`src/hw/rtl/cct_pkg.sv`:
```
// Shared types, codes and helpers for the character-class run tokenizer.
`default_nettype none

package cct_pkg;

   // Result field widths
   localparam int TOK_W   = 17;
   localparam int KIND_W  = 2;
   localparam int CLS_W   = 2;

   // Result kinds
   localparam logic [KIND_W-1:0] KIND_TOKEN = 2'd0;
   localparam logic [KIND_W-1:0] KIND_OK    = 2'd1;
   localparam logic [KIND_W-1:0] KIND_ERR   = 2'd2;

   // Run classes (space/control is internal only, never reported)
   localparam logic [2:0] CLS_DIGIT = 3'd0;
   localparam logic [2:0] CLS_ALPHA = 3'd1;
   localparam logic [2:0] CLS_PUNCT = 3'd2;
   localparam logic [2:0] CLS_OTHER = 3'd3;
   localparam logic [2:0] CLS_SPACE = 3'd4;

   // Most results one byte can cause: closed run, multibyte token, finish
   localparam int MAX_RES = 3;

   // Queue between front and back
   localparam int QDEPTH = 4;
   localparam int QPTR_W = $clog2(QDEPTH);

   typedef struct packed {
      logic [KIND_W-1:0] kind;
      logic [TOK_W-1:0]  token_start;
      logic [TOK_W-1:0]  token_end;
      logic [CLS_W-1:0]  token_class;
   } result_type;

   // All results caused by one byte, in order
   typedef struct packed {
      result_type [MAX_RES-1:0] res;
      logic [1:0]               count;
   } entry_type;

   // Append one result to an entry
   function automatic entry_type add_result(entry_type e, logic [KIND_W-1:0] kind,
                                            logic [TOK_W-1:0] s, logic [TOK_W-1:0] en,
                                            logic [CLS_W-1:0] cls);
      entry_type r;
      r = e;
      r.res[e.count].kind        = kind;
      r.res[e.count].token_start = s;
      r.res[e.count].token_end   = en;
      r.res[e.count].token_class = cls;
      r.count = e.count + 2'd1;
      return r;
   endfunction

endpackage

`default_nettype wire

```
`src/hw/rtl/char_class_run_tokenizer.sv`:
```
// Top level of the character-class run tokenizer.
//
//  channel | direction | handshake             | payload
//  req_    | in        | req_valid / req_ready | text_byte[7:0], last_byte
//  rsp_    | out       | rsp_valid / rsp_ready | kind, token_start, token_end,
//          |           |                       | token_class, run_last
//
// One byte is taken per cycle while the result queue has room; its results
// (up to three) leave one per cycle via the output register while rsp_ready
// is high, so the output port sets the sustained rate. They pass the queue,
// entry and output registers. Reset is synchronous and returns to start of
// text. A stalled rsp_ fills the four-entry queue, then req_ready drops.
`default_nettype none

module char_class_run_tokenizer import cct_pkg::*; #(
   parameter int MAX_TEXT = 65536
) (
   input  wire logic              clock,
   input  wire logic              reset,
   input  wire logic              req_valid,
   output      logic              req_ready,
   input  wire logic [7:0]        req_text_byte,
   input  wire logic              req_last_byte,
   output      logic              rsp_valid,
   input  wire logic              rsp_ready,
   output      logic [KIND_W-1:0] rsp_kind,
   output      logic [TOK_W-1:0]  rsp_token_start,
   output      logic [TOK_W-1:0]  rsp_token_end,
   output      logic [CLS_W-1:0]  rsp_token_class,
   output      logic              rsp_run_last
);

   logic      q_full;
   logic      q_push;
   entry_type q_push_entry;
   logic      q_pop;
   logic      q_valid;
   entry_type q_head;

   cct_front #(.MAX_TEXT(MAX_TEXT)) u_front (
      .clock         (clock),
      .reset         (reset),
      .req_valid     (req_valid),
      .req_ready     (req_ready),
      .req_text_byte (req_text_byte),
      .req_last_byte (req_last_byte),
      .q_full        (q_full),
      .q_push        (q_push),
      .q_entry       (q_push_entry)
   );

   cct_queue u_queue (
      .clock      (clock),
      .reset      (reset),
      .push       (q_push),
      .push_entry (q_push_entry),
      .full       (q_full),
      .pop        (q_pop),
      .head_valid (q_valid),
      .head_entry (q_head)
   );

   cct_back u_back (
      .clock           (clock),
      .reset           (reset),
      .q_valid         (q_valid),
      .q_entry         (q_head),
      .q_pop           (q_pop),
      .rsp_valid       (rsp_valid),
      .rsp_ready       (rsp_ready),
      .rsp_kind        (rsp_kind),
      .rsp_token_start (rsp_token_start),
      .rsp_token_end   (rsp_token_end),
      .rsp_token_class (rsp_token_class),
      .rsp_run_last    (rsp_run_last)
   );

endmodule

`default_nettype wire

```
`src/hw/rtl/cct_front.sv`:
```
// Front end: accepts bytes, classifies them, tracks runs and builds result entries.
`default_nettype none

module cct_front import cct_pkg::*; #(
   parameter int MAX_TEXT = 65536
) (
   input  wire logic       clock,
   input  wire logic       reset,
   input  wire logic       req_valid,
   output      logic       req_ready,
   input  wire logic [7:0] req_text_byte,
   input  wire logic       req_last_byte,
   input  wire logic       q_full,
   output      logic       q_push,
   output      entry_type  q_entry
);

   localparam int POS_W = $clog2(MAX_TEXT + 1);
   localparam logic [POS_W-1:0] MAX_POS = POS_W'(MAX_TEXT);

   logic [POS_W-1:0] pos_ff, pos_in;
   logic [POS_W-1:0] start_ff, start_in;
   logic [2:0]       class_ff, class_in;
   logic             open_ff, open_in;
   logic [1:0]       skip_ff, skip_in;
   logic             err_ff, err_in;

   logic [2:0] byte_cls;
   logic [2:0] lead_n;
   logic       accept;
   entry_type  ent;

   // C-locale class of an ASCII byte
   always_comb begin
      case (req_text_byte) inside
         [8'h30:8'h39]:                byte_cls = CLS_DIGIT;
         [8'h00:8'h20], 8'h7F:         byte_cls = CLS_SPACE;
         [8'h41:8'h5A], [8'h61:8'h7A]: byte_cls = CLS_ALPHA;
         default:                      byte_cls = CLS_PUNCT;
      endcase
   end

   // Leading ones of a high byte, capped at 4
   always_comb begin
      if (req_text_byte[7:4] == 4'hF)       lead_n = 3'd4;
      else if (req_text_byte[7:5] == 3'h7)  lead_n = 3'd3;
      else if (req_text_byte[7:6] == 2'h3)  lead_n = 3'd2;
      else                                  lead_n = 3'd1;
   end

   // Run tracking and result building for the offered byte
   always_comb begin
      ent      = '0;
      pos_in   = pos_ff;
      start_in = start_ff;
      class_in = class_ff;
      open_in  = open_ff;
      skip_in  = skip_ff;
      err_in   = err_ff;

      if (!err_ff) begin
         if (pos_ff == MAX_POS) begin
            // overlong text: close open run at the limit
            if (open_ff && class_ff != CLS_SPACE) begin
               ent = add_result(ent, KIND_TOKEN, TOK_W'(start_ff), TOK_W'(pos_ff),
                                class_ff[CLS_W-1:0]);
            end
            open_in = 1'b0;
            err_in  = 1'b1;
         end else begin
            if (skip_ff != 2'd0) begin
               skip_in = skip_ff - 2'd1;
            end else if (!req_text_byte[7]) begin
               if (!(open_ff && class_ff == byte_cls)) begin
                  if (open_ff && class_ff != CLS_SPACE) begin
                     ent = add_result(ent, KIND_TOKEN, TOK_W'(start_ff), TOK_W'(pos_ff),
                                      class_ff[CLS_W-1:0]);
                  end
                  open_in  = 1'b1;
                  class_in = byte_cls;
                  start_in = pos_ff;
               end
            end else begin
               if (open_ff && class_ff != CLS_SPACE) begin
                  ent = add_result(ent, KIND_TOKEN, TOK_W'(start_ff), TOK_W'(pos_ff),
                                   class_ff[CLS_W-1:0]);
               end
               open_in = 1'b0;
               if (lead_n == 3'd1) begin
                  // stray continuation byte
                  err_in = 1'b1;
               end else begin
                  ent = add_result(ent, KIND_TOKEN, TOK_W'(pos_ff),
                                   TOK_W'(pos_ff) + TOK_W'(lead_n), CLS_OTHER[CLS_W-1:0]);
                  skip_in = 2'(lead_n - 3'd1);
               end
            end
            if (!err_in) pos_in = pos_ff + POS_W'(1);
         end
      end

      // end of text: close run, report finish, return to reset state
      if (req_last_byte) begin
         if (!err_in) begin
            if (open_in && class_in != CLS_SPACE) begin
               ent = add_result(ent, KIND_TOKEN, TOK_W'(start_in), TOK_W'(pos_in),
                                class_in[CLS_W-1:0]);
            end
            if (skip_in != 2'd0) err_in = 1'b1;
         end
         ent = add_result(ent, err_in ? KIND_ERR : KIND_OK, '0, '0, '0);
         pos_in   = '0;
         start_in = '0;
         class_in = '0;
         open_in  = 1'b0;
         skip_in  = '0;
         err_in   = 1'b0;
      end
   end

   assign req_ready = !q_full;
   assign accept    = req_valid && req_ready;
   assign q_push    = accept && (ent.count != 2'd0);
   assign q_entry   = ent;

   // Tokenizer state
   always_ff @(posedge clock) begin
      if (reset) begin
         pos_ff   <= '0;
         start_ff <= '0;
         class_ff <= '0;
         open_ff  <= 1'b0;
         skip_ff  <= '0;
         err_ff   <= 1'b0;
      end else if (accept) begin
         pos_ff   <= pos_in;
         start_ff <= start_in;
         class_ff <= class_in;
         open_ff  <= open_in;
         skip_ff  <= skip_in;
         err_ff   <= err_in;
      end
   end

endmodule

`default_nettype wire

```
`src/hw/rtl/cct_queue.sv`:
```
// Short queue of result entries between the front and back ends.
`default_nettype none

module cct_queue import cct_pkg::*; (
   input  wire logic      clock,
   input  wire logic      reset,
   input  wire logic      push,
   input  wire entry_type push_entry,
   output      logic      full,
   input  wire logic      pop,
   output      logic      head_valid,
   output      entry_type head_entry
);

   entry_type          slots [QDEPTH];
   logic [QPTR_W-1:0]  wr_ptr_ff, rd_ptr_ff;
   logic [QPTR_W:0]    count_ff, count_in;

   assign full       = (count_ff == (QPTR_W+1)'(QDEPTH));
   assign head_valid = (count_ff != '0);
   assign head_entry = slots[rd_ptr_ff];

   // Occupancy
   always_comb begin
      count_in = count_ff;
      if (push && !pop)      count_in = count_ff + (QPTR_W+1)'(1);
      else if (!push && pop) count_in = count_ff - (QPTR_W+1)'(1);
   end

   // Entry storage
   always_ff @(posedge clock) begin
      if (push) slots[wr_ptr_ff] <= push_entry;
   end

   // Pointers
   always_ff @(posedge clock) begin
      if (reset) begin
         wr_ptr_ff <= '0;
         rd_ptr_ff <= '0;
         count_ff  <= '0;
      end else begin
         if (push) wr_ptr_ff <= wr_ptr_ff + QPTR_W'(1);
         if (pop)  rd_ptr_ff <= rd_ptr_ff + QPTR_W'(1);
         count_ff <= count_in;
      end
   end

endmodule

`default_nettype wire

```
`src/hw/rtl/cct_back.sv`:
```
// Back end: unpacks queued entries, one result per unstalled cycle via the output register.
`default_nettype none

module cct_back import cct_pkg::*; (
   input  wire logic              clock,
   input  wire logic              reset,
   input  wire logic              q_valid,
   input  wire entry_type         q_entry,
   output      logic              q_pop,
   output      logic              rsp_valid,
   input  wire logic              rsp_ready,
   output      logic [KIND_W-1:0] rsp_kind,
   output      logic [TOK_W-1:0]  rsp_token_start,
   output      logic [TOK_W-1:0]  rsp_token_end,
   output      logic [CLS_W-1:0]  rsp_token_class,
   output      logic              rsp_run_last
);

   entry_type   cur_ff;
   logic        cur_valid_ff;
   logic [1:0]  idx_ff;
   logic        valid_ff;
   result_type  out_ff;
   logic        last_ff;

   logic slot_free;
   logic advance;
   logic is_last;

   assign slot_free = !valid_ff || rsp_ready;
   assign advance   = slot_free && cur_valid_ff;
   assign is_last   = (idx_ff == cur_ff.count - 2'd1);
   assign q_pop     = q_valid && (!cur_valid_ff || (advance && is_last));

   // Current entry and result index
   always_ff @(posedge clock) begin
      if (reset) begin
         cur_valid_ff <= 1'b0;
         idx_ff       <= '0;
      end else if (q_pop) begin
         cur_valid_ff <= 1'b1;
         idx_ff       <= '0;
      end else if (advance) begin
         if (is_last) cur_valid_ff <= 1'b0;
         else         idx_ff       <= idx_ff + 2'd1;
      end
   end

   always_ff @(posedge clock) begin
      if (q_pop) cur_ff <= q_entry;
   end

   // Output register
   always_ff @(posedge clock) begin
      if (reset) begin
         valid_ff <= 1'b0;
      end else if (advance) begin
         valid_ff <= 1'b1;
      end else if (rsp_ready) begin
         valid_ff <= 1'b0;
      end
   end

   always_ff @(posedge clock) begin
      if (advance) begin
         out_ff  <= cur_ff.res[idx_ff];
         last_ff <= is_last;
      end
   end

   assign rsp_valid       = valid_ff;
   assign rsp_kind        = out_ff.kind;
   assign rsp_token_start = out_ff.token_start;
   assign rsp_token_end   = out_ff.token_end;
   assign rsp_token_class = out_ff.token_class;
   assign rsp_run_last    = last_ff;

endmodule

`default_nettype wire

```
`config.mk`:
```
export PLATFORM = sky130hd
export DESIGN_NAME = char_class_run_tokenizer
export DESIGN_NICKNAME = d
export VERILOG_FILES = /design/src/hw/rtl/cct_pkg.sv /design/src/hw/rtl/char_class_run_tokenizer.sv /design/src/hw/rtl/cct_front.sv /design/src/hw/rtl/cct_queue.sv /design/src/hw/rtl/cct_back.sv
export SDC_FILE = /design/constraint.sdc
export NUM_CORES = 1
export LEC_CHECK = 0
export ABC_AREA = 1
export BUFFER_PORTS_ARGS = -buffer_cell sky130_fd_sc_hd__buf_2
export CORE_MARGIN = 4
export CORE_UTILIZATION = 40
export CTS_CLUSTER_DIAMETER = 60
export DETAILED_ROUTE_END_ITERATION = 10
export SETUP_SLACK_MARGIN = 0.1
export SKIP_CTS_REPAIR_TIMING = 1
export SLEW_MARGIN = 20
export SYNTH_ARGS = -nofsm -noshare
export SYNTH_HDL_FRONTEND = slang
export SYNTH_SLANG_ARGS = --single-unit
```
`constraint.sdc`:
```
create_clock -name clock -period 22.5 [get_ports clock]
set_input_delay 1.125 -clock clock [delete_from_list [all_inputs] [get_ports clock]]
set_output_delay 1.125 -clock clock [all_outputs]
set_load 0.01 [all_outputs]
```
Yosys cells after proc, flatten, opt, wreduce, memory -nomap -nowiden. Memory sizes are Yosys's and may differ from the RTL's. A register that Yosys moved wholly into a read port is not among the register bits. Index checks and enable logic that the tools add are counted.

Output and inout port bits: 41. Bits in writable memories: 464. Bits of input ports: 13. Register bits after elaboration: 91. Memories: 1.

Equal/unequal tests: 11. $lt $le $gt $ge: 15. Reductions and logical operators: 37. Add/subtract/negate cells: 13. Bitwise gates (word level): 1. Muxes and demuxes: 108.

Memory list: u_queue.slots (depth 4, width 116, rd ports 1, clocked after memory_dff 1, write ports 1, line cct_queue.sv:15) `entry_type slots [QDEPTH];`.

Operators with widths (count): two-way mux 116 bit (14); bitwise mux 114 bit (12); demux 38 bit (select 2 bit) (12); two-way mux 38 bit (5); two-way mux 17 bit (10); two-way mux 36 bit (3); binary-select mux 38 bit (select 2 bit) (1); two-way mux 19 bit (3); two-way mux 3 bit (12); two-way mux 1 bit (24); two-way mux 2 bit (12); adder 17 x 1 -> 17 bit (second input constant) (1); adder 17 x 3 -> 17 bit (1); == test 17 bit (second input constant) (1); logical AND 1 bit (17); >= comparator 8 x 7 -> 1 bit (second input constant) (2); <= comparator 8 x 6 -> 1 bit (second input constant) (2); <= comparator 8 x 7 -> 1 bit (second input constant) (2); nonzero test 2 bit (7); adder 2 x 1 -> 2 bit (second input constant) (6); < comparator 2 x 3 -> 1 bit (second input constant) (4); == test 8 x 7 -> 1 bit (second input constant) (1); >= comparator 8 x 1 -> 1 bit (second input constant) (1); >= comparator 8 x 6 -> 1 bit (second input constant) (1); 17 further kinds (31).

Logic depth before layout (Yosys ltp). Gate-level depths: netlist of run 1.

Word-level depth: 46. Mapped depth: 32.

Modules after synthesis. Synthesis of run 1 repeated with hierarchy kept, for this count alone.

Cell total of the unflattened synthesis: 2706. Area total of the unflattened synthesis: 29569.6 um2.

By module, submodules not included: cct_queue (cells an instance 1181, seq. area each 14113.5 um2, area an instance 17666.9 um2, times used 1); cct_front (cells an instance 1156, seq. area each 820.8 um2, area an instance 6179.7 um2, times used 1); cct_back (cells an instance 369, seq. area each 4734.5 um2, area an instance 5723.0 um2, times used 1).

Worst setup path after synthesis of run 1. No wires, ideal clock.

Path kind: in2reg. From: input port req_text_byte[2]. To: memory u_queue.slots[0][0] in the netlist's numbering, enable pin. Arrival time: 8.405 ns. Path slack: 13.503 ns. Stages: 21. Setup time: 0.593 ns. Cells stage by stage: nor2_1 -> nand3_1 -> nor2_1 -> nor2_4 -> nand2_1 -> nand2_1 -> nand2_1 -> inv_2 -> nand2_4 -> nand3_1 -> nand2_1 -> nand2_1 -> ha_1 -> a21oi_1 -> inv_1 -> ha_1 -> o21ai_0 -> inv_1 -> nand3_1 -> nand2_1 -> nor2_1.

RTL lines: from (decl) (line char_class_run_tokenizer.sv:22) `input wire logic [7:0] req_text_byte,`; to (decl) (line cct_queue.sv:15).

==> flow_summary.json, run 1 <==
{
  "outcome": "finished, final reports clean",
  "power.density_mw_per_mm2": 119,
  "fin_setup_tns_ns": 0,
  "synth_seq_cells": 671,
  "grt_pass1_wl_mm": 116,
  "crit_type": "input pin to flip-flop",
  "worstReg2RegEnd": "u_queue.slots[1][53]",
  "reg2reg_depth": 23,
  "vias": 19412,
  "coreArea_mm2": 0.0701,
  "min_to": "u_front.start_ff[1]",
  "cp.arrival_ns": 6.74,
  "cts_tree": "yes",
  "cts-root-buf": "clkbuf_16",
  "drive_gt1_frac": 0.100,
  "netSwitchingFraction": 0.317,
  "ir_drop_mv": 0.0758,
  "routed_wl_mm": 77.5,
  "ff2ff_setup_slack_ns": 16.03,
  "grt_max_degree": 137,
  "grt_pass1_vias": 18501,
  "max_cap_viol_count": 0,
  "ys_seq_area_frac": 0.692,
  "synthFlopType": "edfxtp_1",
  "antenna_cells": 0,
  "grt-ovfl-total": 0,
  "nNetsFinal": 2526,
  "p_switching_mw": 1.20,
  "synthArstFlopShare": 0,
  "clockPowerShare": 0.308,
  "drc": 0,
  "grt_usage": 0.202,
  "numCtsBuffers": 71,
  "start_kind": "input pin",
  "p_seq_frac": 0.466,
  "setup_viol": 0,
  "syn_area_mm2": 0.0284,
  "ant_nets": 0,
  "syn-mean-instance-area_um2": 11.4,
  "combPwrFrac": 0.226,
  "grt_setup_unrepaired": "false",
  "reg2reg_from": "u_front.pos_ff[1]",
  "num-fill-cells": 6407,
  "clkSlewWorstSetupHoldPaths_ns": 0.06,
  "syn_nets": 2517,
  "leakagePower_nw": 10.7,
  "critPathCaptureType": "flip-flop",
  "hold_class": "flip-flop to flip-flop",
  "cp_max_fo": 49,
  "start_util": 0.404,
  "synth_edf_count": 619,
  "io_pins": 54,
  "slew_headroom": 0.194,
  "port_buffers": 53,
  "ys_types": 50,
  "place_inst": 3361,
  "dp_hpwl_mm": 47.4,
  "cts.sinks": 671,
  "power.internal_mw": 2.59,
  "final_cells": 3489,
  "detail_route.wl_per_cell_um": 22.2,
  "finClkSkew_ns": 0.0304,
  "clock_latency_ns": 0.62,
  "antenna_found_initial": 2,
  "drt_first_pass_iters": 6,
  "final_common_cell": "edfxtp_1",
  "core.rowCount": 97,
  "worstHoldPathCells": 2,
  "cts.path.max_buffers": 3,
  "drv_slew": 0,
  "final-hold-violation-count": 0,
  "synthCells": 2485,
  "die_w_um": 274,
  "max_clock_freq_mhz": 153,
  "final.min_clock_period_ns": 6.52,
  "required_ns": 22.73,
  "drt-initial-drc-count": 2276,
  "tightest_slew_ns": 1.20,
  "die_y_um": 274,
  "avgViaCountPerCell": 5.56,
  "htree_levels": 3,
  "syn_to_final_growth_pct": 12.3,
  "layout_common_cells": "619 x edfxtp_1, 474 x nor2_1, 321 x o21ai_0, 192 x nand2_1, 164 x o22ai_1",
  "ys_warn_count": 0,
  "die_area_mm2": 0.0752,
  "fin_crit_sh": 0.290,
  "gp_congestion": 0.971,
  "hold_path.startpoint": "u_front.start_ff[1]"
}
[layer usage]
metal  vias to the layer above  global-route usage  wire length, um  share of wire
met5                         -                   0                0              0
met4                         0              0.0687             2170          0.028
met3                       128              0.0335             5630          0.073
met2                       753               0.324            36400           0.47
met1                      9608               0.281            33200           0.43
li1                       8923                   -                -              -
[critical path: stages]
cell	delay, ns
buf_2	0.14
nor2_1	0.18
nand2_1	0.08
nor2_1	0.17
inv_1	0.08
nand3_1	0.08
nand2_1	0.06
nor2_2	0.12
nand2_4	0.11
nand2_4	0.32
nand2_2	0.11
nand2_4	0.11
nand2_4	0.07
nand3_4	0.11
inv_1	0.05
a21oi_1	0.25
inv_1	0.08
ha_1	0.28
o21ai_0	0.37
inv_1	0.08
nand3_1	0.18
nand2_1	0.31
nor2_4	0.67
buf_4	0.74
buf_4	0.73
[how the worst max path moves through the flow]
| stage | startpoint | end | slack, ns | cells past startpoint |
|---|---|---|---|---|
| after floorplan | req_text_byte[2] | u_queue.slots[0][0] | 13.50 | 21 |
| after global placement | req_text_byte[7] | u_queue.slots[1][18] | 15.42 | 25 |
| after detailed placement | req_text_byte[7] | u_queue.slots[1][18] | 15.35 | 25 |
| after CTS | req_text_byte[7] | u_queue.slots[1][99] | 15.98 | 25 |
| after global routing | req_text_byte[7] | u_queue.slots[1][99] | 15.43 | 25 |
| final | req_text_byte[7] | u_queue.slots[1][53] | 15.98 | 25 |
[kinds of logic (layout without fill, tap and decap cells)]
logic type | Yosys count | in the layout | share of synthesized area
buffers and inverters | 314 | 378 | 0.0431
DFF | 671 | 671 | 0.692
adders and majority gates | 19 | 19 | 0.00891
AOI/OAI and AO/OA | 636 | 636 | 0.127
and+or+nand+nor | 814 | 814 | 0.119
xor gates and xnor gates | 31 | 31 | 0.00957
[power by group through the flow]
stage	clock network, mW	registers, mW	logic, mW
2_1_floorplan	0	1.80	0.556
3_3_place_gp	0	1.79	0.850
3_5_place_dp	0	1.79	0.866
4_1_cts	1.19	1.77	0.867
5_1_grt	1.24	1.78	0.950
6_report	1.17	1.77	0.856
[synth_stat cells (9+ instances only)]
cell	instances	area (um^2)
ha_1	17	213
nor3_1	15	75.1
inv_2	11	41.3
nor2_1	480	1800
nor2_2	10	62.6
o21ai_1	11	55.1
edfxtp_1	619	18600
nand4_1	11	68.8
nand3_1	78	390
o211ai_1	13	97.6
inv_1	147	552
a211oi_1	9	67.6
buf_2	13	65.1
o21ai_0	322	1610
o22ai_1	164	1030
clkbuf_1	120	450
o31ai_1	40	300
buf_1	11	41.3
xor2_1	30	263
dfxtp_1	52	1040
nand2_1	192	721
a21oi_1	57	285
[state kept, by name (all words and copies together) (netlist names), 3 cells and up]
signal,cells
u_back.rsp_token_start,17
u_front.start_ff,17
u_front.class_ff,3
u_back.cur_ff,116
u_back.rsp_token_end,17
u_queue.count_ff,3
u_queue.slots,464
u_front.pos_ff,17
[through the flow]
step	util	worst slack (ns)	hold slack [ns]	cell area, um^2	total power [mW]
after CTS	0.454	15.98	0.471	31900	3.83
after floorplan	-	13.50	0.445	28400	2.36
after global routing	0.454	15.43	0.519	31900	3.98
after global placement	0.421	15.42	0.456	29500	2.64
after detailed placement	0.421	15.35	0.462	29500	2.66
final	0.454	15.98	0.472	31900	3.79
[area by class of cell]
| cell class | instances | area [um^2] | share of cell area |
|---|---|---|---|
| clock buffers | 83 | 1900 | 0.0598 |
| well taps | 940 | 1180 | 0.0369 |
| inverters | 166 | 637 | 0.0200 |
| flip-flops and latches | 671 | 19600 | 0.616 |
| multi-input cells | 1500 | 7560 | 0.237 |
| repair buffers | 84 | 498 | 0.0156 |
| clock inverters | 45 | 445 | 0.0140 |
Power figures use the tool's default switching activity.
==> run 2, diff against run 1 <==
==> constraint.sdc (replaced) <==
create_clock -name clock -period 6.1 [get_ports clock]
set_input_delay 0.305 -clock clock [delete_from_list [all_inputs] [get_ports clock]]
set_output_delay 0.305 -clock clock [all_outputs]
set_load 0.01 [all_outputs]
==> flow_summary.json, run 2 (same netlist as run 1, synthesis figures left out) <==
{
  "port_buffers": 53,
  "final_common_cell": "edfxtp_1",
  "htree_levels": 3,
  "final-hold-violation-count": 0,
  "crit_buf_inv": 6,
  "drt_first_pass_iters": 6,
  "grt_pass1_wl_mm": 120,
  "routed_wl_mm": 79.3,
  "grt_max_degree": 175,
  "max_cap_viol_count": 0,
  "antenna_found_initial": 4,
  "slowest_stage": "nor2_4",
  "grt_usage": 0.209,
  "detail_route.wl_per_cell_um": 22.6,
  "finClkSkew_ns": 0.0226,
  "power.density_mw_per_mm2": 431,
  "cts.sinks": 671,
  "vias": 19616,
  "combPwrFrac": 0.232,
  "cp_max_fo": 35,
  "drc": 0,
  "setup_viol": 0,
  "power.internal_mw": 9.41,
  "hold_class": "input pin to flip-flop",
  "p_switching_mw": 4.40,
  "tightest_slew_ns": 1.17,
  "final.min_clock_period_ns": 5.30,
  "cp-startpoint": "u_front.pos_ff[1]",
  "finalInstanceArea_mm2": 0.0321,
  "drt-initial-drc-count": 2024,
  "required_ns": 6.37,
  "max_clock_freq_mhz": 189,
  "critical-path-max-stage-delay_ns": 0.65,
  "avgViaCountPerCell": 5.58,
  "worstPathCellList": "inv_1 -> ha_1 -> nand4_1 -> nor3_1 -> nand2_2 -> nand3_1 -> inv_1 -> nand2_4 -> nand2_2 -> nand2_4 -> nand2_4 -> nand3_4 -> inv_1 -> a21oi_1 -> inv_1 -> ha_1 -> o21ai_0 -> inv_1 -> nand3_1 -> nand2_1 -> nor2_4 -> buf_4",
  "cts-root-buf": "clkbuf_16",
  "gp_congestion": 0.952,
  "reg2reg_from": "u_front.pos_ff[1]",
  "seq_area_mm2": 0.0196,
  "utilization": 0.457,
  "die_w_um": 274,
  "netSwitchingFraction": 0.318,
  "hold_path.startpoint": "req_valid",
  "leakagePower_nw": 10.8,
  "dp_hpwl_mm": 50.4,
  "outcome": "finished, final reports clean",
  "start_util": 0.404,
  "whs_ns": 0.253,
  "io_pins": 54,
  "clkSlewWorstSetupHoldPaths_ns": 0.06,
  "clock_latency_ns": 0.61,
  "drive_gt1_frac": 0.106,
  "largestRegisters": "u_queue.slots (464), u_back.cur_ff (116)",
  "die_y_um": 274,
  "multi_input_area_mm2": 0.00756,
  "crit_family": "simple AND/OR/NAND/NOR gates",
  "coreArea_mm2": 0.0701,
  "power_mw": 13.8,
  "ir_drop_mv": 0.350,
  "cts_tree": "yes",
  "core.rowCount": 97,
  "drv_slew": 0,
  "syn_to_final_growth_pct": 13.1,
  "cp.arrival_ns": 5.57,
  "grt-ovfl-total": 0,
  "numCtsBuffers": 70,
  "clockPowerShare": 0.295,
  "layout_common_cells": "619 x edfxtp_1, 474 x nor2_1, 322 x o21ai_0, 192 x nand2_1, 164 x o22ai_1",
  "p_seq_frac": 0.473,
  "start_kind": "flip-flop",
  "grt_pass1_vias": 19163,
  "final_cells": 3515,
  "top_register": "u_queue.slots",
  "grt_setup_unrepaired": "false",
  "crit_type": "flip-flop to flip-flop",
  "place_area_mm2": 0.0299,
  "timing.critical_path.mode_cell": "inv_1",
  "place_inst": 3392,
  "fin_crit_sh": 0.869,
  "critPathCaptureType": "flip-flop",
  "slew_headroom": 0.214,
  "ant_nets": 0,
  "largest_reg_flops": 464,
  "cts.path.max_buffers": 3,
  "die_area_mm2": 0.0752,
  "num-fill-cells": 6389,
  "nNetsFinal": 2557
}
run 2: changes by cell type in the layout (fill, tap and decap cells not counted), moves of 2 or more:
cell,before,now
buf_12,0,11
buf_4,31,51
clkinv_8,2,0
bufinv_16,6,2
clkbuf_1,6,15
clkinv_2,17,6
run 2: area by class of cell:
class,count,area share
Sequential cell,671,0.612
Tap cell,940,0.0367
Antenna cell,1,0.0000780
Clock buffer,93,0.0609
Timing Repair Buffer,116,0.0274
Inverter,166,0.0200
Multi-Input combinational cell,1500,0.236
Clock inverter,28,0.00706
run 2: routing by layer:
layer	track usage	part of all wire
met5	0	0
met3	0.0321	0.065
met1	0.290	0.44
met4	0.0721	0.028
met2	0.339	0.47
run 2: through the flow:
step | setup TNS, ns | setup WS [ns]
final | 0 | 0.799
after global routing | 0 | 0.204
after CTS | 0 | 0.814
after detailed placement | 0 | 0.845
after global placement | 0 | 0.951
after floorplan | -224.35 | -0.484
run 2: power groups by stage:
stage / registers, mW / logic [mW] / clock network (mW)
final: 6.53 / 3.20 / 4.08
after global routing: 6.60 / 3.56 / 4.36
after CTS: 6.53 / 3.24 / 4.15
after detailed placement: 6.62 / 3.23 / 0
after global placement: 6.60 / 3.19 / 0
after floorplan: 6.58 / 2.06 / 0
run 2: worst register-to-register path, cell delays in order, from the launching register on:
cell and delay, ns:
dfxtp_1 0.36, inv_1 0.19, ha_1 0.24, nand4_1 0.11, nor3_1 0.19, nand2_2 0.16, nand3_1 0.14, inv_1 0.09
nand2_4 0.33, nand2_2 0.12, nand2_4 0.11, nand2_4 0.07, nand3_4 0.10, inv_1 0.05, a21oi_1 0.23, inv_1 0.08
ha_1 0.29, o21ai_0 0.46, inv_1 0.10, nand3_1 0.18, nand2_1 0.29, nor2_4 0.65, buf_4 0.41
run 2: path summary, 6_finish.rpt:
check,slack (ns),end,cells past startpoint
worst min register to register,0.48,u_front.start_ff[1],2
worst min-delay path,0.25,u_front.start_ff[15],5
worst max register to register,0.80,u_queue.slots[3][99],22
worst max-delay path,0.80,u_queue.slots[3][99],22
